File: src/sv/brs_pkg.sv
// Package for the bitmap region scroller: word types, codes and sizes.
// Used by the csr, sequencer and top modules; depends on nothing.
`default_nettype none

package brs_pkg;

   // frame store geometry
   localparam int FB_BYTES       = 8192;
   localparam int MAX_LINE_BYTES = 64;
   localparam int ADDR_W         = $clog2(FB_BYTES);
   localparam int ROUND_ADD      = 7;
   localparam int BYTE_SHIFT     = 3;

   // reset values of the configuration registers
   localparam logic [6:0] LINE_BYTES_RESET = 7'd28;
   localparam logic [8:0] FRAME_ROWS_RESET = 9'd216;

   // configuration register indexes
   localparam int CSR_IDX_W = 2;
   localparam logic [CSR_IDX_W-1:0] CSR_LINE_BYTES = 2'd0;
   localparam logic [CSR_IDX_W-1:0] CSR_FRAME_ROWS = 2'd1;
   localparam int CSR_DATA_W = 9;

   // item kinds
   localparam logic [1:0] KIND_WRITE  = 2'd0;
   localparam logic [1:0] KIND_READ   = 2'd1;
   localparam logic [1:0] KIND_SCROLL = 2'd2;

   // scroll directions
   localparam logic [1:0] DIR_UP    = 2'd0;
   localparam logic [1:0] DIR_DOWN  = 2'd1;
   localparam logic [1:0] DIR_RIGHT = 2'd2;
   localparam logic [1:0] DIR_LEFT  = 2'd3;

   // result status codes
   localparam logic [1:0] ST_READ   = 2'd0;
   localparam logic [1:0] ST_DONE   = 2'd1;
   localparam logic [1:0] ST_REJECT = 2'd2;

   typedef struct packed {
      logic [1:0]  kind;
      logic [12:0] byte_address;
      logic [7:0]  write_data;
      logic [8:0]  region_x;
      logic [7:0]  region_y;
      logic [9:0]  region_width;
      logic [8:0]  region_height;
      logic [1:0]  direction;
   } req_word_type;

   typedef struct packed {
      logic [7:0] read_data;
      logic [1:0] status;
   } rsp_word_type;

   typedef struct packed {
      logic [6:0] line_bytes;
      logic [8:0] frame_rows;
   } geom_type;

   typedef struct packed {
      logic              wr_en;
      logic [ADDR_W-1:0] wr_addr;
      logic [7:0]        wr_data;
      logic              rd_en;
      logic [ADDR_W-1:0] rd_addr;
   } mem_req_type;

endpackage

`default_nettype wire

File: src/sv/brs_csr.sv
// Configuration registers of the scroller: row length in bytes and row count.
// Depends on brs_pkg.
`default_nettype none

module brs_csr (
   input  wire                                 clock,
   input  wire                                 reset,
   input  wire                                 csr_valid,
   output logic                                csr_ready,
   input  wire [brs_pkg::CSR_IDX_W-1:0]        csr_index,
   input  wire [brs_pkg::CSR_DATA_W-1:0]       csr_data,
   output brs_pkg::geom_type                   geom
);
   import brs_pkg::*;

   logic [6:0] line_bytes_ff, line_bytes_in;
   logic [8:0] frame_rows_ff, frame_rows_in;
   logic       wr_fire;

   assign csr_ready = 1'b1;
   assign wr_fire   = csr_valid & csr_ready;

   always_comb begin
      line_bytes_in = line_bytes_ff;
      frame_rows_in = frame_rows_ff;
      if (wr_fire) begin
         if (csr_index == CSR_LINE_BYTES) begin
            line_bytes_in = csr_data[6:0];
         end else if (csr_index == CSR_FRAME_ROWS) begin
            frame_rows_in = csr_data[8:0];
         end
      end
   end

   always_ff @(posedge clock) begin
      if (reset) begin
         line_bytes_ff <= LINE_BYTES_RESET;
         frame_rows_ff <= FRAME_ROWS_RESET;
      end else begin
         line_bytes_ff <= line_bytes_in;
         frame_rows_ff <= frame_rows_in;
      end
   end

   assign geom.line_bytes = line_bytes_ff;
   assign geom.frame_rows = frame_rows_ff;

endmodule

`default_nettype wire

File: config.mk
export PLATFORM = sky130hd
export DESIGN_NAME = brs_csr
export DESIGN_NICKNAME = d
export VERILOG_FILES = /design/src/sv/brs_pkg.sv /design/src/sv/brs_csr.sv
export SDC_FILE = /design/constraint.sdc
export NUM_CORES = 1
export LEC_CHECK = 0
export ABC_CLOCK_PERIOD_IN_PS = 900
export BUFFER_PORTS_ARGS = -buffer_cell sky130_fd_sc_hd__buf_2
export CORE_MARGIN = 5
export CORE_UTILIZATION = 40
export DETAILED_ROUTE_END_ITERATION = 6
export GPL_TIMING_DRIVEN = 0
export PLACE_DENSITY = 0.72
export SLEW_MARGIN = 10
export SYNTH_ARGS = -nofsm -noshare
export SYNTH_HDL_FRONTEND = slang
export SYNTH_SLANG_ARGS = --single-unit
File: constraint.sdc
create_clock -name clock -period 0.9 [get_ports clock]
set_input_delay 0.18 -clock clock [delete_from_list [all_inputs] [get_ports clock]]
set_output_delay 0.18 -clock clock [all_outputs]
set_load 0.05 [all_outputs]
==> results.py, run 1 <==
metrics = {
    "logic_synthesis": {
        "seq_area_frac_synth": 0.467,
        "synth_area_leaders": "dfxtp_1 47%, mux2i_1 23%, nand2b_1 14%, nor2_1 6.6%, buf_6 1.6%",
        "synth.ff_latch_count": 16,
        "avgSynthCellArea_um2": 9.94,
        "synth_area_leader_cell": "dfxtp_1",
        "synth_top_area_frac": 0.467,
        "synth_commonest_cells": "16 x dfxtp_1, 16 x mux2i_1, 15 x nand2b_1, 12 x nor2_1",
        "synth_nets": 83,
        "yosysWarnings": 0,
        "async_flop_share": 0,
        "synth-edff-count": 0,
        "syn_area_um2": 686,
        "synth_top_flop_cell": "dfxtp_1",
        "synth.distinct_cells": 12,
        "synth_cells": 69,
    },
    "worst_setup_path": {
        "crit_slowest_cell": "dfxtp_2",
        "crit_path_end_kind": "output pin",
        "cp_cell_sequence": "buf_8",
        "cp_num_buf_inv": 1,
        "critical_path.max_stage_delay_ns": 0.36,
        "worstPathArrival_ns": 0.79,
        "crit_required_ns": 0.72,
        "cp-start-kind": "flop",
        "crit_fanout": 2,
        "criticalPathCategory": "flop to output pin",
        "r2r_end": "frame_rows_ff[1]",
        "rr_startpoint": "frame_rows_ff[1]",
        "cp_top_family": "flip-flops",
        "timing.reg2reg.setup_slack_ns": 0.20,
        "r2r_cells": 3,
    },
    "power_and_ir_drop": {
        "pwr_density_cell_nw_per_um2": 1420,
        "p_leak_nw": 0.487,
        "max-vdd-ir-drop_uv": 1270,
        "power_mw": 1.53,
    },
    "floorplanning": {
        "row_count": 15,
        "start_util": 0.410,
        "die-height_um": 51.4,
        "core_um2": 1670,
        "die_w_um": 51.4,
        "top_level_ports": 31,
        "die_area_um2": 2640,
    },
    "cells_and_area": {
        "synthToLayoutAreaGrowth_pct": 57.5,
        "drive_gt1_frac": 0.548,
        "diodes": 0,
        "nets": 119,
        "fill_cells": 130,
        "utilization": 0.646,
    },
    "timing": {
        "period_share": 1.08,
        "rsz0062_at_grt": "yes",
        "fin_crit_ns": 0.972,
        "finalWorstSetupSlack_ns": -0.0717,
        "fin_worst_skew_ns": 0,
        "setup_viol": 16,
        "timing.fmax_ghz": 1.03,
        "hold_viol": 0,
        "report.final.slew_viol_count": 0,
        "holdWs_ns": 0.142,
    },
    "global_route": {
        "grt_usage": 0.132,
        "grt_start_max_net_pins": 11,
        "grt_pass1_wl_mm": 2.53,
        "grt_pass1_vias": 590,
        "grt.overflow.total": 0,
        "antenna_found_initial": 0,
    },
    "route": {
        "num_vias": 583,
        "wl_per_cell_um": 12.5,
        "routed_via_density": 4.82,
        "drtIter0Drc": 7,
        "drtPass1Iterations": 4,
        "drt-total-wl_mm": 1.51,
        "drc_errors": 0,
        "drtAntennaViolNets": 0,
    },
    "clocking": {
        "cts_made_buffers": 3,
        "worstSkewPairLatency_ns": 0.28,
        "cts_root_buffer": "clkbuf_4",
        "htreeDepth": 1,
        "cts_tree": "built",
        "path_clk_slew_ns": 0.09,
        "cts_buffer_depth": 2,
        "postCtsHoldBufs": 0,
        "cts.sinks": 16,
    },
    "outcome": {
        "violations": "negative setup slack",
        "status": "complete, but fails checks",
    },
    "min_path": {
        "holdPathStages": 3,
        "hp-class": "input port to flop",
        "min_to": "frame_rows_ff[8]",
        "worst_hold_startpoint": "csr_data[8]",
    },
    "placed_design": {
        "place_congestion": 0.695,
        "port_buffers": 28,
        "place_hpwl_mm": 1.04,
    },
    "job": {
        "max_cap_viol_count": 0,
    },
}
[report_power, final]
group | internal (mW) | switching, mW | total, mW | leakage [nW]
Combinational | 0.139 | 0.168 | 0.307 | 0.335
Clock | 0.246 | 0.219 | 0.466 | 0.0210
Sequential | 0.738 | 0.0216 | 0.760 | 0.131
[routing by layer]
| metal | global-route usage | vias up | part of all wire |
|---|---|---|---|
| li1 | - | 292 | - |
| met1 | 0.139 | 267 | 0.38 |
| met2 | 0.227 | 22 | 0.54 |
| met3 | 0.0612 | 2 | 0.059 |
| met4 | 0.0524 | 0 | 0.017 |
| met5 | 0 | - | 0 |
[worst max-delay path by stage]
stage / start / endpoint / slack (ns) / cells past startpoint
2_1_floorplan: csr_index[0] / line_bytes_ff[3] / -0.02 / 3
3_3_place_gp: reset / frame_rows_ff[2] / -0.20 / 4
3_5_place_dp: reset / line_bytes_ff[6] / -0.20 / 4
4_1_cts: frame_rows_ff[6] / geom[6] / -0.08 / 1
5_1_grt: line_bytes_ff[1] / geom[10] / -0.11 / 1
6_report: frame_rows_ff[6] / geom[6] / -0.07 / 1
[through the flow]
step | area (um2) | setup TNS (ns) | setup slack (ns) | std cells
6_report | 1080 | -0.994 | -0.0717 | 121
3_5_place_dp | 847 | -2.70 | -0.203 | 114
3_3_place_gp | 847 | -2.63 | -0.204 | 114
5_1_grt | 1080 | -1.62 | -0.114 | 121
4_1_cts | 1050 | -1.13 | -0.0799 | 120
2_1_floorplan | 686 | -0.0766 | -0.0159 | 69
[flip-flops by register name (all words and copies together) (netlist names)]
name	count
frame_rows_ff	9
line_bytes_ff	7
[what timing repair did]
action | 4_1_cts | 5_1_grt
buffers inserted | 2 | 1
resized for setup | 56 | 8
endpoints found under the hold margin | 0 | 0
endpoints found under the setup margin | 16 | 19
[kinds of logic after synthesis]
family,count (synthesis),synth area share
buffers and inverters,6,0.0529
other,1,0.00547
flip-flops,16,0.467
multiplexers,16,0.234
AND/OR/NAND/NOR,30,0.241
[layout make-up]
type                            instances  area (um2)  area share
Buffer                                  6        37.5      0.0348
Sequential cell                        16         340       0.315
Tap cell                               17        21.3      0.0197
Clock buffer                            4        36.3      0.0336
Timing Repair Buffer                   31         315       0.292
Multi-Input combinational cell         47         329       0.305
[placed cells by master (no fill, tap or decap), types with 3 or more instances in the layout]
master    count
nor2_1       12
dfxtp_2      16
buf_2        14
clkbuf_4      3
mux2i_1      16
buf_4         4
nand2b_1     15
buf_8        14
buf_6         3
Note: power is estimated with default switching activity, not from simulation.
==> run 2: changes to the inputs <==
--- a/config.mk
+++ b/config.mk
@@ -12,6 +12,7 @@
 export DETAILED_ROUTE_END_ITERATION = 6
 export GPL_TIMING_DRIVEN = 0
 export PLACE_DENSITY = 0.72
+export RECOVER_POWER = 50
 export SLEW_MARGIN = 10
 export SYNTH_ARGS = -nofsm -noshare
 export SYNTH_HDL_FRONTEND = slang
==> run 2 against run 1 <==
  * The run still ends with negative setup slack left
  * Sequential cell count unchanged
  * Setup slack worse by 0.00058 ns
  * Cell area shrank 0.81%
  * Sequential share of layout area grew 0.26 points
  * Register-to-register slack about the same
  * Hold slack about the same
  * Count of clock-buffer cells in the layout did not move
  * Wire length fell by 0.33%
  * Clock skew unchanged
  * First-iteration DRC count unchanged
  * Critical path type unchanged
==> results.py, run 2 (synthesized netlist as in run 1, its figures left out) <==
metrics = {
    "floorplanning": {
        "die_w_um": 51.4,
        "die_area_um2": 2640,
        "core_um2": 1670,
        "top_level_ports": 31,
        "row_count": 15,
        "die-height_um": 51.4,
        "start_util": 0.410,
    },
    "timing": {
        "finalWorstSetupSlack_ns": -0.0723,
        "hold_viol": 0,
        "finalSetupTns_ns": -0.995,
        "timing.fmax_ghz": 1.03,
        "fin_crit_ns": 0.972,
        "report.final.slew_viol_count": 0,
        "setup_viol": 16,
        "holdWs_ns": 0.142,
        "fin_worst_skew_ns": 0,
        "period_share": 1.08,
        "rsz0062_at_grt": "yes",
    },
    "route": {
        "num_vias": 581,
        "drtAntennaViolNets": 0,
        "drt-total-wl_mm": 1.51,
        "wl_per_cell_um": 12.5,
        "routed_via_density": 4.80,
        "drc_errors": 0,
        "drtIter0Drc": 7,
        "drtPass1Iterations": 4,
    },
    "cells_and_area": {
        "top_regs": "frame_rows_ff (9), line_bytes_ff (7)",
        "top_register": "frame_rows_ff",
        "final_cell_mix": "16 x mux2i_1, 16 x dfxtp_2, 15 x nand2b_1",
        "diodes": 0,
        "drive_gt1_frac": 0.529,
        "nets": 119,
        "largest_reg_flops": 9,
        "final_area_um2": 1070,
        "stdcell_count": 121,
        "synthToLayoutAreaGrowth_pct": 56.2,
        "fill_cells": 132,
        "utilization": 0.641,
    },
    "power_and_ir_drop": {
        "power.share.switching": 0.267,
        "seqPwrFrac": 0.497,
        "internal_power_mw": 1.12,
        "comb_power_share": 0.198,
        "power_frac_clock": 0.305,
        "pwr_density_cell_nw_per_um2": 1430,
        "max-vdd-ir-drop_uv": 1270,
        "power_mw": 1.53,
        "p_leak_nw": 0.479,
        "p_switching_mw": 0.409,
    },
    "outcome": {
        "status": "complete, but fails checks",
        "violations": "negative setup slack",
    },
    "worst_setup_path": {
        "timing.reg2reg.setup_slack_ns": 0.20,
        "critical_path.max_stage_delay_ns": 0.36,
        "crit_required_ns": 0.72,
        "cp_num_buf_inv": 1,
        "crit_fanout": 2,
        "startpoint": "frame_rows_ff[6]",
        "r2r_end": "frame_rows_ff[1]",
        "r2r_cells": 3,
        "worstPathArrival_ns": 0.79,
        "cp-start-kind": "flop",
        "crit_slowest_cell": "dfxtp_2",
        "cp_cell_sequence": "buf_8",
        "criticalPathCategory": "flop to output pin",
        "rr_startpoint": "frame_rows_ff[1]",
        "crit_path_end_kind": "output pin",
        "cp_top_family": "flip-flops",
    },
    "placed_design": {
        "place_inst": 114,
        "place_hpwl_mm": 1.04,
        "port_buffers": 28,
        "place_congestion": 0.695,
        "placed_cell_area_um2": 847,
        "dp_worst_setup_slack_ns": -0.203,
    },
    "global_route": {
        "grt.overflow.total": 0,
        "antenna_found_initial": 0,
        "grt_pass1_vias": 590,
        "grt_usage": 0.132,
        "grt_pass1_wl_mm": 2.53,
        "grt_start_max_net_pins": 11,
    },
    "min_path": {
        "worst_hold_startpoint": "csr_data[8]",
        "holdPathStages": 3,
        "min_to": "frame_rows_ff[8]",
        "hp-class": "input port to flop",
    },
    "clocking": {
        "cts_tree": "built",
        "path_clk_slew_ns": 0.09,
        "cts_made_buffers": 3,
        "cts_root_buffer": "clkbuf_4",
        "htreeDepth": 1,
        "cts.sinks": 16,
        "cts_buffer_depth": 2,
        "worstSkewPairLatency_ns": 0.28,
    },
    "job": {
        "max_cap_viol_count": 0,
    },
}
## run 2: cell types whose count changed in the layout (fill, tap and decap cells not counted)
cell	change
buf_2	-4
buf_6	-1
clkbuf_1	+2
clkbuf_2	+3
## run 2: layout make-up
type	count	area [um2]	share of cell area
Sequential cell	16	340	0.318
Buffer	6	31.3	0.0292
Clock buffer	4	36.3	0.0339
Tap cell	17	21.3	0.0199
Timing Repair Buffer	31	313	0.292
Multi-Input combinational cell	47	329	0.307
## run 2: metal layers
layer / part of all wire / GRT usage / up-vias
met3: 0.060 / 0.0612 / 2
met1: 0.37 / 0.139 / 266
met4: 0.017 / 0.0524 / 0
met2: 0.55 / 0.227 / 22
met5: 0 / 0 / -
li1: - / - / 291
## run 2: repair_timing
item                                    4_1_cts  5_1_grt
gates resized for setup                      56        8
hold buffers                                  0        0
endpoints found under the setup margin       16       19
setup buffers                                 2        1
## run 2: how the worst max path moves through the flow
| stage | depth (start not counted) | end | slack, ns |
|---|---|---|---|
| after floorplan | 3 | line_bytes_ff[3] | -0.02 |
| after global placement | 4 | frame_rows_ff[2] | -0.20 |
| after detailed placement | 4 | line_bytes_ff[6] | -0.20 |
| after CTS | 1 | geom[6] | -0.08 |
| after global routing | 1 | geom[10] | -0.11 |
| final | 1 | geom[6] | -0.07 |
## run 2: power by group through the flow
stage	logic, mW	clock network, mW	registers, mW
after global routing	0.321	0.519	0.763
after floorplan	0.0957	0	0.850
final	0.303	0.466	0.760
after CTS	0.298	0.484	0.757
after detailed placement	0.254	0	0.761
after global placement	0.251	0	0.760
==> run 3: changes to the inputs <==
--- a/config.mk
+++ b/config.mk
@@ -5,14 +5,16 @@
 export SDC_FILE = /design/constraint.sdc
 export NUM_CORES = 1
 export LEC_CHECK = 0
+export ABC_AREA = 1
 export ABC_CLOCK_PERIOD_IN_PS = 900
 export BUFFER_PORTS_ARGS = -buffer_cell sky130_fd_sc_hd__buf_2
 export CORE_MARGIN = 5
-export CORE_UTILIZATION = 40
+export CORE_UTILIZATION = 39
 export DETAILED_ROUTE_END_ITERATION = 6
 export GPL_TIMING_DRIVEN = 0
-export PLACE_DENSITY = 0.72
+export PLACE_DENSITY = 0.7
 export RECOVER_POWER = 50
+export SETUP_SLACK_MARGIN = 0.05
 export SLEW_MARGIN = 10
 export SYNTH_ARGS = -nofsm -noshare
 export SYNTH_HDL_FRONTEND = slang
==> run 3 against run 2 <==
  * The run still ends with negative setup slack left
  * Hold slack worse by 0.030 ns
  * First-iteration DRC count is 110% higher
  * Synthesized cell count grew 36%
  * Critical path depth unchanged
  * Count of clock-buffer cells in the layout unchanged
  * Total power rose by 8.2%
  * Fmax up 0.34%
  * Via count increased by 14%
  * Clock skew unchanged
  * Wire length up 4.8%
  * Non-clock buffer count down 3
  * Critical endpoint is now geom[11]
  * Largest power group unchanged
  * Highest routed layer is now met3
==> results.py, run 3 <==
metrics = {
    "logic_synthesis": {
        "synth_top_flop_cell": "dfxtp_1",
        "synth-adder-area-share": 0,
        "synth_nets": 108,
        "async_flop_share": 0,
        "synth.most_common_cell": "nand2_1",
        "syn_area_um2": 673,
        "synth-xor-area-share": 0,
        "synth-edff-count": 0,
        "synth_compound_area_frac": 0.0297,
        "synth_area_leaders": "dfxtp_1 48%, nand2_1 12%, nand3_1 10%, nor2_1 7.8%, inv_1 5.6%",
        "synth_top_area_frac": 0.476,
        "seq_area_frac_synth": 0.476,
        "yosysWarnings": 0,
        "synth_area_leader_cell": "dfxtp_1",
        "muxShareOfSynthArea": 0,
        "synth_top_family_by_area": "simple AND/OR/NAND/NOR gates",
        "synth_cells": 94,
        "synth.ff_latch_count": 16,
        "synth.distinct_cells": 14,
        "synthSimpleGateAreaFrac": 0.366,
        "synth_commonest_cells": "22 x nand2_1, 16 x dfxtp_1, 14 x nand3_1, 14 x nor2_1, 10 x inv_1",
        "avgSynthCellArea_um2": 7.16,
    },
    "worst_setup_path": {
        "r2r_cells": 4,
        "crit_fanout": 2,
        "cp_num_buf_inv": 1,
        "crit_required_ns": 0.72,
        "critical_path.max_stage_delay_ns": 0.36,
        "rr_startpoint": "frame_rows_ff[0]",
        "r2r_end": "frame_rows_ff[0]",
        "timing.reg2reg.setup_slack_ns": 0.24,
        "worstPathArrival_ns": 0.79,
        "crit_slowest_cell": "dfxtp_2",
        "cp_cell_sequence": "buf_8",
        "crit_path_end_kind": "output pin",
        "cp-start-kind": "flop",
        "criticalPathCategory": "flop to output pin",
        "cp_top_family": "flip-flops",
    },
    "global_route": {
        "grt.overflow.total": 0,
        "grt_usage": 0.125,
        "grt_util_met2": 0.197,
        "antenna_found_initial": 0,
        "met1_usage": 0.160,
        "grt_pass1_wl_mm": 2.53,
        "grt_pass1_vias": 604,
        "grt_start_max_net_pins": 11,
        "busiest_layer": "met2",
        "grt_use_met3": 0.0172,
    },
    "timing": {
        "hold_viol": 0,
        "report.final.slew_viol_count": 0,
        "fin_worst_skew_ns": 0,
        "period_share": 1.08,
        "rsz0062_at_grt": "yes",
        "fin_crit_ns": 0.969,
        "holdWs_ns": 0.112,
        "setup_viol": 16,
        "finalWorstSetupSlack_ns": -0.0690,
        "timing.fmax_ghz": 1.03,
    },
    "route": {
        "drc_errors": 0,
        "drt-total-wl_mm": 1.58,
        "wl_per_cell_um": 11.1,
        "drtAntennaViolNets": 0,
        "num_vias": 662,
        "drtIter0Drc": 15,
        "routed_via_density": 4.63,
        "drtPass1Iterations": 4,
    },
    "placed_design": {
        "port_buffers": 28,
        "place_hpwl_mm": 1.18,
        "place_congestion": 0.804,
    },
    "clocking": {
        "htreeDepth": 1,
        "cts.sinks": 16,
        "postCtsHoldBufs": 0,
        "cts_tree": "built",
        "cts_buffer_depth": 2,
        "worstSkewPairLatency_ns": 0.28,
        "cts_made_buffers": 3,
        "cts_root_buffer": "clkbuf_4",
        "path_clk_slew_ns": 0.10,
    },
    "power_and_ir_drop": {
        "max-vdd-ir-drop_uv": 775,
        "power_mw": 1.65,
        "pwr_density_cell_nw_per_um2": 1620,
        "p_leak_nw": 0.525,
    },
    "floorplanning": {
        "row_count": 15,
        "die_area_um2": 2660,
        "core_um2": 1690,
        "die-height_um": 51.5,
        "start_util": 0.399,
        "top_level_ports": 31,
        "die_w_um": 51.5,
    },
    "job": {
        "max_cap_viol_count": 0,
    },
    "cells_and_area": {
        "final_cell_mix": "22 x nand2_1, 16 x dfxtp_2, 15 x nand3_1",
        "utilization": 0.604,
        "largest_reg_flops": 9,
        "final_common_cell": "nand2_1",
        "synthToLayoutAreaGrowth_pct": 51.5,
        "top_register": "frame_rows_ff",
        "nets": 141,
        "top_regs": "frame_rows_ff (9), line_bytes_ff (7)",
        "drive_gt1_frac": 0.421,
        "diodes": 0,
    },
    "min_path": {
        "worst_hold_startpoint": "csr_data[8]",
        "min_to": "frame_rows_ff[8]",
        "holdPathStages": 3,
        "hp-class": "input port to flop",
    },
    "outcome": {
        "status": "complete, but fails checks",
        "violations": "negative setup slack",
    },
}
-- run 3: power breakdown --
group	total, mW	internal (mW)	switching (mW)
Sequential	0.783	0.753	0.0302
Combinational	0.395	0.151	0.244
Clock	0.477	0.246	0.230
Total	1.65	1.15	0.504
-- run 3: layout make-up --
type,instances,area [um2]
well taps,17,21.3
flip-flops and latches,16,340
fillers,155,669
multi-input cells,61,265
inverters,11,41.3
clock buffers,4,36.3
plain buffers,6,32.5
repair buffers,28,283
-- run 3: stage by stage --
stage / area (um2) / TNS, ns / setup WS (ns) / std cells
2_1_floorplan: 679 / 0 / 0.0449 / 94
3_3_place_gp: 841 / -0.596 / -0.105 / 139
3_5_place_dp: 841 / -0.612 / -0.115 / 139
4_1_cts: 1010 / -1.19 / -0.0814 / 143
5_1_grt: 1020 / -1.61 / -0.101 / 143
6_report: 1020 / -1.00 / -0.0690 / 143
-- run 3: how the worst max path moves through the flow --
| stage | start | to | slack [ns] | cells after the start |
|---|---|---|---|---|
| global placement | csr_index[0] | line_bytes_ff[6] | -0.11 | 6 |
| floorplan | csr_valid | frame_rows_ff[5] | 0.04 | 5 |
| detailed placement | csr_index[0] | line_bytes_ff[6] | -0.11 | 6 |
| global route | line_bytes_ff[2] | geom[11] | -0.10 | 1 |
| finish | line_bytes_ff[2] | geom[11] | -0.07 | 1 |
| CTS | line_bytes_ff[2] | geom[11] | -0.08 | 1 |
-- run 3: cell families (layout without fill, tap and decap cells) --
group | count (synthesis) | in the layout
other cells | 1 | 1
compound gates | 4 | 4
buf+inv | 17 | 49
simple gates | 56 | 56
flops | 16 | 16
-- run 3: metal layers --
layer  vias to the layer above  part of all wire
li1                        357                 -
met1                       289              0.47
met2                        16              0.51
met3                         0             0.027
met4                         0                 0
met5                         -                 0
-- run 3: repair_timing --
action                     CTS  global route
setup endpoints to repair   16            16
resized for setup           49             6
hold endpoints to repair     0             0
setup buffers                0             0
