<file path="src/sv/brs_pkg.sv">
// Package for the bitmap region scroller: word types, codes and sizes.
// Used by the csr, sequencer and top modules; depends on nothing.
`default_nettype none

package brs_pkg;

   // frame store geometry
   localparam int FB_BYTES       = 8192;
   localparam int MAX_LINE_BYTES = 64;
   localparam int ADDR_W         = $clog2(FB_BYTES);
   localparam int ROUND_ADD      = 7;
   localparam int BYTE_SHIFT     = 3;

   // reset values of the configuration registers
   localparam logic [6:0] LINE_BYTES_RESET = 7'd28;
   localparam logic [8:0] FRAME_ROWS_RESET = 9'd216;

   // configuration register indexes
   localparam int CSR_IDX_W = 2;
   localparam logic [CSR_IDX_W-1:0] CSR_LINE_BYTES = 2'd0;
   localparam logic [CSR_IDX_W-1:0] CSR_FRAME_ROWS = 2'd1;
   localparam int CSR_DATA_W = 9;

   // item kinds
   localparam logic [1:0] KIND_WRITE  = 2'd0;
   localparam logic [1:0] KIND_READ   = 2'd1;
   localparam logic [1:0] KIND_SCROLL = 2'd2;

   // scroll directions
   localparam logic [1:0] DIR_UP    = 2'd0;
   localparam logic [1:0] DIR_DOWN  = 2'd1;
   localparam logic [1:0] DIR_RIGHT = 2'd2;
   localparam logic [1:0] DIR_LEFT  = 2'd3;

   // result status codes
   localparam logic [1:0] ST_READ   = 2'd0;
   localparam logic [1:0] ST_DONE   = 2'd1;
   localparam logic [1:0] ST_REJECT = 2'd2;

   typedef struct packed {
      logic [1:0]  kind;
      logic [12:0] byte_address;
      logic [7:0]  write_data;
      logic [8:0]  region_x;
      logic [7:0]  region_y;
      logic [9:0]  region_width;
      logic [8:0]  region_height;
      logic [1:0]  direction;
   } req_word_type;

   typedef struct packed {
      logic [7:0] read_data;
      logic [1:0] status;
   } rsp_word_type;

   typedef struct packed {
      logic [6:0] line_bytes;
      logic [8:0] frame_rows;
   } geom_type;

   typedef struct packed {
      logic              wr_en;
      logic [ADDR_W-1:0] wr_addr;
      logic [7:0]        wr_data;
      logic              rd_en;
      logic [ADDR_W-1:0] rd_addr;
   } mem_req_type;

endpackage

`default_nettype wire

</file>
<file path="src/sv/brs_seq.sv">
// Sequencer of the scroller: clears the store after reset, serves byte reads
// and writes, and walks scroll regions byte by byte through the frame RAM.
// Depends on brs_pkg.
`default_nettype none

module brs_seq (
   input  wire                    clock,
   input  wire                    reset,
   input  wire                    req_valid,
   output logic                   req_stall,
   input  brs_pkg::req_word_type  req_data,
   output logic                   rsp_valid,
   input  wire                    rsp_stall,
   output brs_pkg::rsp_word_type  rsp_data,
   input  brs_pkg::geom_type      geom,
   output brs_pkg::mem_req_type   mem_req,
   input  wire [7:0]              mem_rd_data
);
   import brs_pkg::*;

   localparam logic [3:0] S_CLEAR = 4'd0;
   localparam logic [3:0] S_IDLE  = 4'd1;
   localparam logic [3:0] S_RDATA = 4'd2;
   localparam logic [3:0] S_CHECK = 4'd3;
   localparam logic [3:0] S_BASE  = 4'd4;
   localparam logic [3:0] S_ROW   = 4'd5;
   localparam logic [3:0] S_READ  = 4'd6;
   localparam logic [3:0] S_WRITE = 4'd7;
   localparam logic [3:0] S_ZERO  = 4'd8;
   localparam logic [3:0] S_RESP  = 4'd9;

   localparam logic [ADDR_W-1:0] LAST_ADDR = ADDR_W'(FB_BYTES - 1);
   localparam logic [16:0]       FB_LIMIT  = 17'(FB_BYTES);
   localparam logic [8:0]        LB_LIMIT  = 9'(MAX_LINE_BYTES);

   logic [3:0]        state_ff, state_in;
   logic [ADDR_W-1:0] clr_addr_ff, clr_addr_in;
   req_word_type      item_ff, item_in;
   logic              addr_ok_ff, addr_ok_in;
   logic [1:0]        status_ff, status_in;
   logic [6:0]        xb_ff, xb_in;
   logic [6:0]        nb_ff, nb_in;
   logic [7:0]        row_start_ff, row_start_in;
   logic [8:0]        rows_left_ff, rows_left_in;
   logic [ADDR_W-1:0] row_base_ff, row_base_in;
   logic [6:0]        col_ff, col_in;
   logic              carry_ff, carry_in;
   logic              rsp_valid_ff, rsp_valid_in;
   rsp_word_type      rsp_data_ff, rsp_data_in;

   logic              accept;
   logic              out_free;
   logic              req_addr_ok;
   logic [6:0]        xb_w;
   logic [7:0]        nb_w;
   logic [15:0]       area_w;
   logic              reject_w;
   logic [9:0]        row_end_w;
   logic [14:0]       base_w;
   logic              is_vert;
   logic              is_left;
   logic              col_last;
   logic [6:0]        col_next;
   logic [ADDR_W-1:0] dst_addr;
   logic [ADDR_W-1:0] src_addr;
   logic [7:0]        shift_word;
   logic              shift_carry;

   assign req_stall = (state_ff != S_IDLE);
   assign accept    = req_valid & ~req_stall;
   assign out_free  = ~rsp_valid_ff | ~rsp_stall;
   assign req_addr_ok = (17'(req_data.byte_address) < FB_LIMIT);

   // region geometry: left edge and width rounded up to whole bytes
   assign xb_w   = 7'((10'(item_ff.region_x) + 10'(ROUND_ADD)) >> BYTE_SHIFT);
   assign nb_w   = 8'((11'(item_ff.region_width) + 11'(ROUND_ADD)) >> BYTE_SHIFT);
   assign area_w = 16'(geom.line_bytes) * 16'(geom.frame_rows);
   assign row_end_w = 10'(item_ff.region_y) + 10'(item_ff.region_height);

   assign reject_w = (geom.line_bytes == 7'd0)
                   || (9'(geom.line_bytes) > LB_LIMIT)
                   || (17'(area_w) > FB_LIMIT)
                   || (item_ff.region_height == 9'd0)
                   || (nb_w == 8'd0)
                   || ((9'(xb_w) + 9'(nb_w)) > 9'(geom.line_bytes))
                   || (row_end_w > 10'(geom.frame_rows));

   assign base_w = 15'(row_start_ff) * 15'(geom.line_bytes) + 15'(xb_ff);

   assign is_vert  = (item_ff.direction == DIR_UP) || (item_ff.direction == DIR_DOWN);
   assign is_left  = (item_ff.direction == DIR_LEFT);
   assign col_last = is_left ? (col_ff == 7'd0) : (col_ff == 7'(nb_ff - 7'd1));
   assign col_next = is_left ? 7'(col_ff - 7'd1) : 7'(col_ff + 7'd1);

   assign dst_addr = ADDR_W'(row_base_ff + ADDR_W'(col_ff));

   always_comb begin
      unique case (item_ff.direction)
         DIR_UP:   src_addr = ADDR_W'(dst_addr + ADDR_W'(geom.line_bytes));
         DIR_DOWN: src_addr = ADDR_W'(dst_addr - ADDR_W'(geom.line_bytes));
         default:  src_addr = dst_addr;
      endcase
   end

   always_comb begin
      unique case (item_ff.direction)
         DIR_RIGHT: begin
            shift_word  = {carry_ff, mem_rd_data[7:1]};
            shift_carry = mem_rd_data[0];
         end
         DIR_LEFT: begin
            shift_word  = {mem_rd_data[6:0], carry_ff};
            shift_carry = mem_rd_data[7];
         end
         default: begin
            shift_word  = mem_rd_data;
            shift_carry = carry_ff;
         end
      endcase
   end

   always_comb begin
      state_in     = state_ff;
      clr_addr_in  = clr_addr_ff;
      item_in      = item_ff;
      addr_ok_in   = addr_ok_ff;
      status_in    = status_ff;
      xb_in        = xb_ff;
      nb_in        = nb_ff;
      row_start_in = row_start_ff;
      rows_left_in = rows_left_ff;
      row_base_in  = row_base_ff;
      col_in       = col_ff;
      carry_in     = carry_ff;
      rsp_valid_in = rsp_valid_ff & rsp_stall;
      rsp_data_in  = rsp_data_ff;
      mem_req      = '0;

      unique case (state_ff)
         S_CLEAR: begin
            mem_req.wr_en   = 1'b1;
            mem_req.wr_addr = clr_addr_ff;
            mem_req.wr_data = 8'd0;
            clr_addr_in     = ADDR_W'(clr_addr_ff + 1'b1);
            if (clr_addr_ff == LAST_ADDR) begin
               state_in = S_IDLE;
            end
         end
         S_IDLE: begin
            if (accept) begin
               item_in    = req_data;
               addr_ok_in = req_addr_ok;
               unique case (req_data.kind)
                  KIND_WRITE: begin
                     mem_req.wr_en   = req_addr_ok;
                     mem_req.wr_addr = ADDR_W'(req_data.byte_address);
                     mem_req.wr_data = req_data.write_data;
                  end
                  KIND_READ: begin
                     mem_req.rd_en   = req_addr_ok;
                     mem_req.rd_addr = ADDR_W'(req_data.byte_address);
                     state_in        = S_RDATA;
                  end
                  KIND_SCROLL: begin
                     state_in = S_CHECK;
                  end
                  default: begin
                     // drop unused kind
                  end
               endcase
            end
         end
         S_RDATA: begin
            if (out_free) begin
               rsp_valid_in          = 1'b1;
               rsp_data_in.read_data = addr_ok_ff ? mem_rd_data : 8'd0;
               rsp_data_in.status    = ST_READ;
               state_in              = S_IDLE;
            end
         end
         S_CHECK: begin
            xb_in        = xb_w;
            nb_in        = nb_w[6:0];
            rows_left_in = item_ff.region_height;
            row_start_in = (item_ff.direction == DIR_DOWN) ? 8'(row_end_w - 10'd1)
                                                            : item_ff.region_y;
            if (reject_w) begin
               status_in = ST_REJECT;
               state_in  = S_RESP;
            end else begin
               status_in = ST_DONE;
               state_in  = S_BASE;
            end
         end
         S_BASE: begin
            row_base_in = ADDR_W'(base_w);
            state_in    = S_ROW;
         end
         S_ROW: begin
            col_in   = is_left ? 7'(nb_ff - 7'd1) : 7'd0;
            carry_in = 1'b0;
            // last row of a vertical scroll is the vacated one: clear it
            state_in = (is_vert && rows_left_ff == 9'd1) ? S_ZERO : S_READ;
         end
         S_READ: begin
            mem_req.rd_en   = 1'b1;
            mem_req.rd_addr = src_addr;
            state_in        = S_WRITE;
         end
         S_WRITE: begin
            mem_req.wr_en   = 1'b1;
            mem_req.wr_addr = dst_addr;
            mem_req.wr_data = shift_word;
            carry_in        = shift_carry;
            if (col_last) begin
               if (rows_left_ff == 9'd1) begin
                  state_in = S_RESP;
               end else begin
                  rows_left_in = 9'(rows_left_ff - 9'd1);
                  row_base_in  = (item_ff.direction == DIR_DOWN)
                               ? ADDR_W'(row_base_ff - ADDR_W'(geom.line_bytes))
                               : ADDR_W'(row_base_ff + ADDR_W'(geom.line_bytes));
                  state_in     = S_ROW;
               end
            end else begin
               col_in   = col_next;
               state_in = S_READ;
            end
         end
         S_ZERO: begin
            mem_req.wr_en   = 1'b1;
            mem_req.wr_addr = dst_addr;
            mem_req.wr_data = 8'd0;
            col_in          = col_next;
            if (col_last) begin
               state_in = S_RESP;
            end
         end
         S_RESP: begin
            if (out_free) begin
               rsp_valid_in          = 1'b1;
               rsp_data_in.read_data = 8'd0;
               rsp_data_in.status    = status_ff;
               state_in              = S_IDLE;
            end
         end
         default: begin
            state_in = S_IDLE;
         end
      endcase
   end

   always_ff @(posedge clock) begin
      if (reset) begin
         state_ff     <= S_CLEAR;
         clr_addr_ff  <= '0;
         carry_ff     <= 1'b0;
         rsp_valid_ff <= 1'b0;
      end else begin
         state_ff     <= state_in;
         clr_addr_ff  <= clr_addr_in;
         carry_ff     <= carry_in;
         rsp_valid_ff <= rsp_valid_in;
      end
   end

   always_ff @(posedge clock) begin
      item_ff      <= item_in;
      addr_ok_ff   <= addr_ok_in;
      status_ff    <= status_in;
      xb_ff        <= xb_in;
      nb_ff        <= nb_in;
      row_start_ff <= row_start_in;
      rows_left_ff <= rows_left_in;
      row_base_ff  <= row_base_in;
      col_ff       <= col_in;
      rsp_data_ff  <= rsp_data_in;
   end

   assign rsp_valid = rsp_valid_ff;
   assign rsp_data  = rsp_data_ff;

endmodule

`default_nettype wire

</file>
<file path="config.mk">
export PLATFORM = sky130hd
export DESIGN_NAME = brs_seq
export DESIGN_NICKNAME = d
export VERILOG_FILES = /design/src/sv/brs_pkg.sv /design/src/sv/brs_seq.sv
export SDC_FILE = /design/constraint.sdc
export NUM_CORES = 1
export LEC_CHECK = 0
export ABC_CLOCK_PERIOD_IN_PS = 10980
export BUFFER_PORTS_ARGS = -buffer_cell sky130_fd_sc_hd__buf_2
export CORE_ASPECT_RATIO = 1.75
export CORE_MARGIN = 8
export CORE_UTILIZATION = 25
export DETAILED_ROUTE_END_ITERATION = 16
export GPL_TIMING_DRIVEN = 0
export PLACE_DENSITY = 0.43
export SLEW_MARGIN = 10
export SYNTH_ARGS = -nofsm -noshare
export SYNTH_HDL_FRONTEND = slang
export SYNTH_SLANG_ARGS = --single-unit
export TNS_END_PERCENT = 1
</file>
<file path="constraint.sdc">
create_clock -name clock -period 10.98 [get_ports clock]
set_input_delay 0 -clock clock [delete_from_list [all_inputs] [get_ports clock]]
set_output_delay 0 -clock clock [all_outputs]
set_load 0.1 [all_outputs]
</file>
==> results of run 1 <==
## synth_stat cells, types with 8 or more instances
library cell | count | share of area
a211oi_1 | 8 | 0.0048
a21o_1 | 18 | 0.011
a21oi_1 | 79 | 0.031
a222oi_1 | 9 | 0.0071
a31oi_1 | 10 | 0.0050
and2_1 | 35 | 0.017
and3_1 | 11 | 0.0055
clkbuf_1 | 32 | 0.0095
dfxtp_1 | 19 | 0.030
edfxtp_1 | 101 | 0.24
fa_1 | 75 | 0.12
ha_1 | 136 | 0.13
inv_1 | 138 | 0.041
mux2i_1 | 15 | 0.012
nand2_1 | 129 | 0.038
nand2b_1 | 13 | 0.0064
nand3_1 | 32 | 0.013
nand4_1 | 15 | 0.0074
nor2_1 | 149 | 0.044
nor2b_1 | 20 | 0.0099
nor3_1 | 30 | 0.012
nor4_1 | 9 | 0.0045
o211ai_1 | 16 | 0.0095
o21a_1 | 10 | 0.0059
o21ai_0 | 60 | 0.024
or3_1 | 20 | 0.0099
xnor2_1 | 82 | 0.057
xor2_1 | 35 | 0.024
## metal layers
| layer | global-route usage | vias to the layer above | share of wire |
|---|---|---|---|
| li1 | - | 5309 | - |
| met1 | 0.1437 | 5227 | 0.37 |
| met2 | 0.2876 | 237 | 0.56 |
| met3 | 0.01936 | 74 | 0.037 |
| met4 | 0.05612 | 4 | 0.034 |
| met5 | 0 | - | 0.00059 |
## sequential cells by signal (all words and copies together), names as in the netlist
signal	count
row_base_ff	13
col_ff	7
row_start_ff	8
rsp_data	10
xb_ff	7
carry_ff	1
state_ff	4
rsp_valid	1
rows_left_ff	9
nb_ff	7
status_ff	2
item_ff	38
clr_addr_ff	13
## stage by stage
step | util | instances | hold slack, ns | worst slack [ns] | power, W
after floorplan | - | 1406 | 0.09887 | 5.795 | 0.001160
after global placement | 0.2815 | 2207 | 0.1786 | 4.823 | 0.001353
after detailed placement | 0.2821 | 2208 | 0.1781 | 4.881 | 0.001366
after CTS | 0.3036 | 2288 | 0.08381 | 5.329 | 0.001975
after global routing | 0.3036 | 2288 | 0.1233 | 5.101 | 0.002100
final | 0.3036 | 2288 | 0.1147 | 5.391 | 0.001950
## final timing paths
| check | slack [ns] | end | startpoint | depth (start not counted) |
|---|---|---|---|---|
| setup / recovery | 5.39 | state_ff[2] | geom[12] | 22 |
| hold / removal | 0.11 | rsp_valid | reset | 2 |
| setup reg to reg | 6.36 | row_base_ff[12] | row_start_ff[1] | 15 |
| hold reg to reg | 0.51 | rsp_data[0] | status_ff[0] | 1 |
## cell families after synthesis
family | count (synthesis)
xor gates and xnor gates | 118
and+or+nand+nor | 485
muxes | 16
adders and majority gates | 211
buffers and inverters | 182
AOI/OAI and AO/OA | 274
DFF | 120
## worst register-to-register path, stage by stage (launching register included)
cell and delay (ns):
edfxtp_1 0.50, and2_1 0.23, fa_1 0.45, fa_1 0.52, inv_1 0.05, fa_1 0.46
fa_1 0.54, inv_1 0.04, ha_1 0.32, o21ai_0 0.13, a21boi_0 0.28, o21ai_0 0.17
a21oi_1 0.25, a31oi_1 0.13, xnor2_1 0.18, a21oi_1 0.09
## power breakdown
group | switching, W | internal, W | total (W) | leakage (nW)
clock network | 0.000260 | 0.000326 | 0.000586 | 0.293
logic | 0.000496 | 0.000340 | 0.000836 | 5.25
registers | 0.0000112 | 0.000517 | 0.000528 | 1.07
total | 0.000767 | 0.00118 | 0.00195 | 6.62
## cell type report
type / count / area, sq um / area share
clock buffers: 17 / 425.4 / 0.02792
flip-flops and latches: 120 / 3413 / 0.2240
clock inverters: 15 / 173.9 / 0.01141
inverters: 143 / 536.8 / 0.03523
repair buffers: 184 / 1176 / 0.07719
plain buffers: 39 / 153.9 / 0.01010
well taps: 666 / 833.3 / 0.05469
multi-input cells: 1104 / 8524 / 0.5595
## timing repair
action	4_1_cts	5_1_grt
hold buffers	48	0
endpoints found under the setup margin	0	0
hold endpoints to repair	51	0
==> flow_summary.ini, run 1 <==
[cells_and_area]
final_area_sq_um = 15240
antenna_cells = 0
layout_common_cells = 148 x nor2_1, 141 x buf_2, 137 x inv_1
final_common_cell = nor2_1
syn2layout_area_growth_pct = 20.73
num-fill-cells = 5449
nets = 1909
drive_gt1_frac = 0.1208

[synthesis]
muxShareOfSynthArea = 0.01279
synth.distinct_cells = 74
synth-simple-area-share = 0.1844
syn_area_sq_um = 12620
postSynth.asyncResetShare = 0
ys_ff_latch = 120
synth_edf_count = 101
synth_warnings = 0
synth-adder-area-share = 0.2538
synth.avg_cell_area_sq_um = 8.976
syn_inst = 1406
syn_nets = 1706
yosysSeqAreaShare = 0.2704
synth-xor-area-share = 0.08298
synth_ff_type = edfxtp_1
synth-compound-area-share = 0.1409
synth_top_family_by_area = adder cells

[worst_hold_path]
hold_path.class = primary input to register

[clocking]
htreeDepth = 4
cts_buffers = 17
ctsRootBufferMaster = clkbuf_16
cts_tree = done
clock_tree.buffer_depth = 2
post-cts-setup-buffer-count = 0
clkTransAtPathRegs_ns = 0.06
clkLatencyLatePin_ns = 0.44
cts_resized = 0
clock_sinks = 120

[detailed_routing]
first_iter_violations = 509
detail-route-antenna-nets = 0
drt_wl_total_um = 40980
avgViaCountPerCell = 4.743
drt-wirelength-per-cell_um = 17.91
drc_errors = 0
num_vias = 10851
drtPass1Iterations = 7

[critical_path]
crit_path_max_fanout = 10
cpMaxStageDelayCell = fa_1
max_stage_delay_ns = 0.56
critPathLaunchType = primary input
path_class = primary input to register
arrival_ns = 5.93
cp-end-kind = register
crit_family = adder cells
required_ns = 11.32
cp_cell_sequence = buf_2 -> clkbuf_1 -> inv_1 -> clkbuf_1 -> nor2_1 -> fa_1 -> inv_1 -> fa_1 -> inv_1 -> fa_1 -> inv_1 -> fa_1 -> inv_1 -> ha_1 -> nor3_1 -> o21ai_1 -> o211ai_1 -> o221ai_1 -> nor3_2 -> o2111ai_2 -> nand2b_1 -> a31oi_1
path_buf_inv = 8
crit_top_cell = inv_1

[timing]
rsz0062_at_grt = false
setup_violations = 0
setup_tns_ns = 0
hold_viol = 0
min_period_over_period = 0.5090
maxSlewHeadroom = 0.1905
period_needed_ns = 5.589
drv_slew = 0
finalClockSkew_ns = 0.01503
tightest_slew_ns = 1.214
fmax_mhz = 178.9

[place]
dpl.hpwl_um = 34370
gp_congestion = 0.8793
place_area_sq_um = 14160
portBuffers = 135

[status]
status = finished clean

[floorplan]
initial_utilization = 0.2515
placeableCoreArea_sq_um = 50190
die_x_um = 185.8
ios = 137
fp.dieArea_sq_um = 58210
rows = 109
die_height_um = 313.2

[grt]
grt_use_total = 0.1437
grt_pass1_wl_um = 64070
grt.overflow.total = 0
first_global_vias = 11689
grt_max_degree = 37
antenna_found_initial = 2

[power]
power.leakage_nw = 6.618
irDropWorstVdd_mv = 0.1107
p_per_area_nw_per_um2 = 128.0

[flow_run]
cap_violations = 0
No activity file was read; power rests on OpenSTA's default activity.
==> inputs of run 2 (changes only) <==
--- a/config.mk
+++ b/config.mk
@@ -5,7 +5,7 @@
 export SDC_FILE = /design/constraint.sdc
 export NUM_CORES = 1
 export LEC_CHECK = 0
-export ABC_CLOCK_PERIOD_IN_PS = 10980
+export ABC_CLOCK_PERIOD_IN_PS = 5280
 export BUFFER_PORTS_ARGS = -buffer_cell sky130_fd_sc_hd__buf_2
 export CORE_ASPECT_RATIO = 1.75
 export CORE_MARGIN = 8
==> constraint.sdc (replaced) <==
create_clock -name clock -period 5.28 [get_ports clock]
set_input_delay 0 -clock clock [delete_from_list [all_inputs] [get_ports clock]]
set_output_delay 0 -clock clock [all_outputs]
set_load 0.1 [all_outputs]
==> run 2 against run 1 <==
Via count down 0.71%. Sequential power is 110% higher. Flip-flop and latch count did not move. Combinational power increased by 110%. Hold slack improved by 0.0035 ns. Global-route usage is essentially flat. Total power is 110% higher. Final cell count shrank 0.13%.
==> flow_summary.ini, run 2 (synthesized netlist as in run 1, its figures left out) <==
[status]
status = finished clean

[timing]
maxSlewHeadroom = 0.2079
rsz0062_at_grt = true
setup_violations = 0
min_period_over_period = 0.9581
hold_viol = 0
setup_tns_ns = 0
tightest_slew_ns = 1.188
finalClockSkew_ns = 0.01436
period_needed_ns = 5.059
drv_slew = 0
fmax_mhz = 197.7

[clocking]
htreeDepth = 4
clock_sinks = 120
ctsRootBufferMaster = clkbuf_16
cts_buffers = 17
clkLatencyLatePin_ns = 0.44
cts_tree = done
clock_tree.buffer_depth = 2
clkTransAtPathRegs_ns = 0.06
post-cts-setup-buffer-count = 0

[power]
p_per_area_nw_per_um2 = 266.2
power.leakage_nw = 6.617
irDropWorstVdd_mv = 0.2297

[cells_and_area]
final_common_cell = nor2_1
drive_gt1_frac = 0.1242
final_area_sq_um = 15240
utilization = 0.3037
layout_common_cells = 148 x nor2_1, 141 x buf_2, 136 x inv_1, 136 x ha_1, 129 x nand2_1
syn2layout_area_growth_pct = 20.76
top_regs = item_ff (38), clr_addr_ff (13), row_base_ff (13)
largest_reg_flops = 38
nets = 1906
antenna_cells = 0
num-fill-cells = 5449
regMostFlops = item_ff

[grt]
grt.overflow.total = 0
first_global_vias = 11682
grt_max_degree = 37
grt_use_total = 0.1437
grt_pass1_wl_um = 64060
antenna_found_initial = 2

[detailed_routing]
drt-wirelength-per-cell_um = 17.96
detail-route-antenna-nets = 0
drtPass1Iterations = 5
drt_wl_total_um = 41050
avgViaCountPerCell = 4.715
first_iter_violations = 449
drc_errors = 0
num_vias = 10774

[critical_path]
critPathLaunchType = primary input
reg2regPathDepth = 15
path_class = primary input to register
crit_family = adder cells
cp_cell_sequence = buf_2 -> clkinvlp_4 -> nor2_1 -> fa_1 -> fa_1 -> fa_1 -> inv_1 -> fa_1 -> inv_1 -> ha_1 -> o21a_1 -> o211ai_1 -> o221ai_1 -> nor3_2 -> o2111ai_2 -> nand2b_1 -> a31oi_1
crit_path_max_fanout = 11
r2r-start = row_start_ff[1]
required_ns = 5.62
regToRegSetupSlack_ns = 0.65
r2r_end = row_base_ff[12]
cpMaxStageDelayCell = fa_1
cp-end-kind = register
max_stage_delay_ns = 0.56
arrival_ns = 5.40
crit_top_cell = fa_1
path_buf_inv = 4

[floorplan]
die_height_um = 313.2
initial_utilization = 0.2515
placeableCoreArea_sq_um = 50190
fp.dieArea_sq_um = 58210
ios = 137
rows = 109
die_x_um = 185.8

[worst_hold_path]
hp-start = reset
hold_path.class = primary input to register
hold_depth = 2
min_to = rsp_valid

[place]
gp_congestion = 0.8793
portBuffers = 135
dpl.hpwl_um = 34370
place_area_sq_um = 14160

[flow_run]
cap_violations = 0
-- run 2: metrics by stage --
| step | std cells | worst slack, ns | hold slack [ns] | total power, W |
|---|---|---|---|---|
| after floorplan | 1406 | 0.09467 | 0.09887 | 0.002412 |
| after global placement | 2207 | -0.8766 | 0.1786 | 0.002815 |
| after detailed placement | 2208 | -0.8193 | 0.1781 | 0.002840 |
| after CTS | 2285 | 0.006561 | 0.08381 | 0.004106 |
| after global routing | 2285 | -0.04507 | 0.1233 | 0.004370 |
| final | 2285 | 0.2215 | 0.1182 | 0.004058 |
-- run 2: final cells by class --
class | count | area (sq um) | area share
Tap cell | 666 | 833.3 | 0.05468
Sequential cell | 120 | 3413 | 0.2240
Clock buffer | 17 | 425.4 | 0.02791
Clock inverter | 15 | 173.9 | 0.01141
Buffer | 36 | 145.1 | 0.009523
Inverter | 143 | 540.5 | 0.03546
Timing Repair Buffer | 184 | 1176 | 0.07717
Multi-Input combinational cell | 1104 | 8533 | 0.5599
-- run 2: how the worst max path moves through the flow --
stage,start,to,cells after the start,slack (ns)
3_5_place_dp,geom[12],state_ff[2],22,-0.82
5_1_grt,geom[12],state_ff[2],17,-0.05
6_report,geom[12],state_ff[2],17,0.22
3_3_place_gp,geom[12],state_ff[2],22,-0.88
2_1_floorplan,col_ff[0],mem_req[11],15,0.09
4_1_cts,geom[15],state_ff[2],19,0.007
-- run 2: repair_timing --
item	CTS	global route
gates resized for setup	0	7
pin swaps	0	0
hold buffers	48	0
endpoints found under the hold margin	51	0
endpoints found under the setup margin	5	5
-- run 2: power by group --
group / internal, W / total (W) / switching (W)
sequential: 0.00107 / 0.00110 / 0.0000235
combinational: 0.000708 / 0.00174 / 0.00103
clock: 0.000678 / 0.00122 / 0.000540
-- run 2: routing by layer --
metal  vias up  part of all wire  wire length, um  GRT usage
met3        69             0.034             1416    0.01936
li1       5297                 -                -          -
met2       212              0.56            23010     0.2872
met1      5192              0.37            15260     0.1439
met4         4             0.033             1336    0.05648
met5         -           0.00063               26          0
==> inputs of run 3 (changes only) <==
==> constraint.sdc (replaced) <==
create_clock -name clock -period 5.28 [get_ports clock]
set_input_delay 0.528 -clock clock [delete_from_list [all_inputs] [get_ports clock]]
set_output_delay 0.528 -clock clock [all_outputs]
set_load 0.1 [all_outputs]
==> run 3 against run 2 <==
Largest cell class unchanged. Non-clock buffer count fell by 27. Largest power group unchanged. Register-to-register slack better by 0.04 ns. Critical path type is now register to primary output. Via count fell by 1.1%.
==> flow_summary.ini, run 3 (synthesized netlist as in run 1, its figures left out) <==
[cells_and_area]
final_area_sq_um = 15070
drive_gt1_frac = 0.1552
nets = 1879
layoutNonFillerInstCount = 2257
antenna_cells = 0
syn2layout_area_growth_pct = 19.40
final_common_cell = nor2_1
top_regs = item_ff (38), clr_addr_ff (13), row_base_ff (13)
largest_reg_flops = 38
layout_common_cells = 148 x nor2_1, 134 x inv_1, 133 x buf_2, 133 x ha_1, 129 x nand2_1
regMostFlops = item_ff
utilization = 0.3003

[clocking]
htreeDepth = 4
cts_buffers = 17
ctsRootBufferMaster = clkbuf_16
clock_sinks = 120
clkTransAtPathRegs_ns = 0.07
cts_tree = done
clkLatencyLatePin_ns = 0.43
hold_buffers = 0
clock_tree.buffer_depth = 2

[critical_path]
cp-end-kind = primary output
setup.worst_path.start = row_base_ff[0]
cpMaxStageDelayCell = edfxtp_1
crit_path_max_fanout = 5
required_ns = 4.75
regToRegSetupSlack_ns = 0.69
r2r_end = row_base_ff[12]
r2r-start = row_start_ff[1]
crit_path_end = mem_req[12]
cp_cell_sequence = ha_1 -> fa_1 -> a21o_1 -> a21oi_2 -> nor2b_1 -> o21a_1 -> nor2_1 -> xnor2_1 -> ha_2 -> or3_1 -> o211ai_1 -> nand3_1 -> o211ai_1 -> xnor2_1 -> or3_1 -> a32o_1 -> buf_4
critPathLaunchType = register
max_stage_delay_ns = 0.43
path_class = register to primary output
arrival_ns = 4.52
reg2regPathDepth = 15

[detailed_routing]
first_iter_violations = 398
drtPass1Iterations = 5
detail-route-antenna-nets = 0
drc_errors = 0
drt-wirelength-per-cell_um = 18.01
avgViaCountPerCell = 4.720
num_vias = 10652
drt_wl_total_um = 40650

[place]
place_area_sq_um = 14160
gp_congestion = 0.8678
dp_cells = 2208
dpl.hpwl_um = 34280
portBuffers = 135

[timing]
min_period_over_period = 0.9565
setup_violations = 0
period_needed_ns = 5.050
finalClockSkew_ns = 0.01130
tightest_slew_ns = 1.121
fmax_mhz = 198.0
rsz0062_at_grt = false
setup_tns_ns = 0
hold_viol = 0
maxSlewHeadroom = 0.2529
drv_slew = 0

[grt]
grt_max_degree = 37
grt.overflow.total = 0
first_global_vias = 11467
grt_pass1_wl_um = 62890
grt_use_total = 0.1412
antenna_found_initial = 1

[floorplan]
rows = 109
die_height_um = 313.2
initial_utilization = 0.2515
ios = 137
die_x_um = 185.8
placeableCoreArea_sq_um = 50190
fp.dieArea_sq_um = 58210

[power]
power_w = 0.004053
power.leakage_nw = 6.546
irDropWorstVdd_mv = 0.2460
p_per_area_nw_per_um2 = 269.0

[status]
status = finished clean

[worst_hold_path]
hold_path.class = primary input to register

[flow_run]
cap_violations = 0
## run 3: cell count changes in the layout (fill, tap and decap cells not counted), moves of 4 or more
cell           before  now
clkbuf_1           27   22
inv_8               6    2
clkinvlp_4          2    7
buf_6               0    4
buf_4               0   29
dlygate4sd3_1      48    0
buf_2             141  133
## run 3: through the flow
stage               setup WS [ns]  hold slack (ns)
global placement           -1.350           0.4945
finish                     0.2297           0.2628
CTS                      -0.01313           0.2369
detailed placement         -1.334           0.4956
floorplan                 -0.4238           0.4664
global route              0.01310           0.2420
## run 3: final cells by class
cell class / count / area [sq um]
flip-flops and latches: 120 / 3413
repair buffers: 158 / 884.6
plain buffers: 35 / 171.4
clock buffers: 17 / 425.4
multi-input cells: 1104 / 8638
well taps: 666 / 833.3
clock inverters: 14 / 142.6
fillers: 5478 / 35120
inverters: 143 / 560.5
## run 3: metal layers
metal / GRT usage / part of all wire
met1: 0.1373 / 0.37
met4: 0.05377 / 0.030
met2: 0.2851 / 0.56
met3: 0.02284 / 0.039
met5: 0 / 0.00032
## run 3: worst min path at each step
stage                        start             end  slack [ns]  cells after the start
floorplan           clr_addr_ff[8]  clr_addr_ff[8]        0.47                      2
global placement    clr_addr_ff[8]  clr_addr_ff[8]        0.49                      2
detailed placement  clr_addr_ff[8]  clr_addr_ff[8]        0.50                      2
CTS                   req_data[14]     item_ff[14]        0.24                      1
global route          req_data[33]     item_ff[33]        0.24                      1
finish                req_data[24]     item_ff[24]        0.26                      1
## run 3: critical path: cells and delay by family, from the launching register on
family / cells / cell delay [ns]
fa+ha+maj: 3 / 0.90
compound gates: 6 / 1.23
xor+xnor: 2 / 0.27
simple gates: 5 / 1.05
flops: 1 / 0.43
buf+inv: 1 / 0.23
## run 3: repair_timing
| action | in CTS | in global routing |
|---|---|---|
| setup endpoints to repair | 12 | 12 |
| buffers inserted | 4 | 18 |
| gates cloned | 0 | 0 |
| resized for setup | 19 | 45 |
| pin swaps | 2 | 10 |
## run 3: where the power goes
part           internal, W  total [W]  switching (W)
registers          0.00108    0.00110      0.0000239
logic             0.000737    0.00180        0.00107
clock network     0.000658    0.00115       0.000491
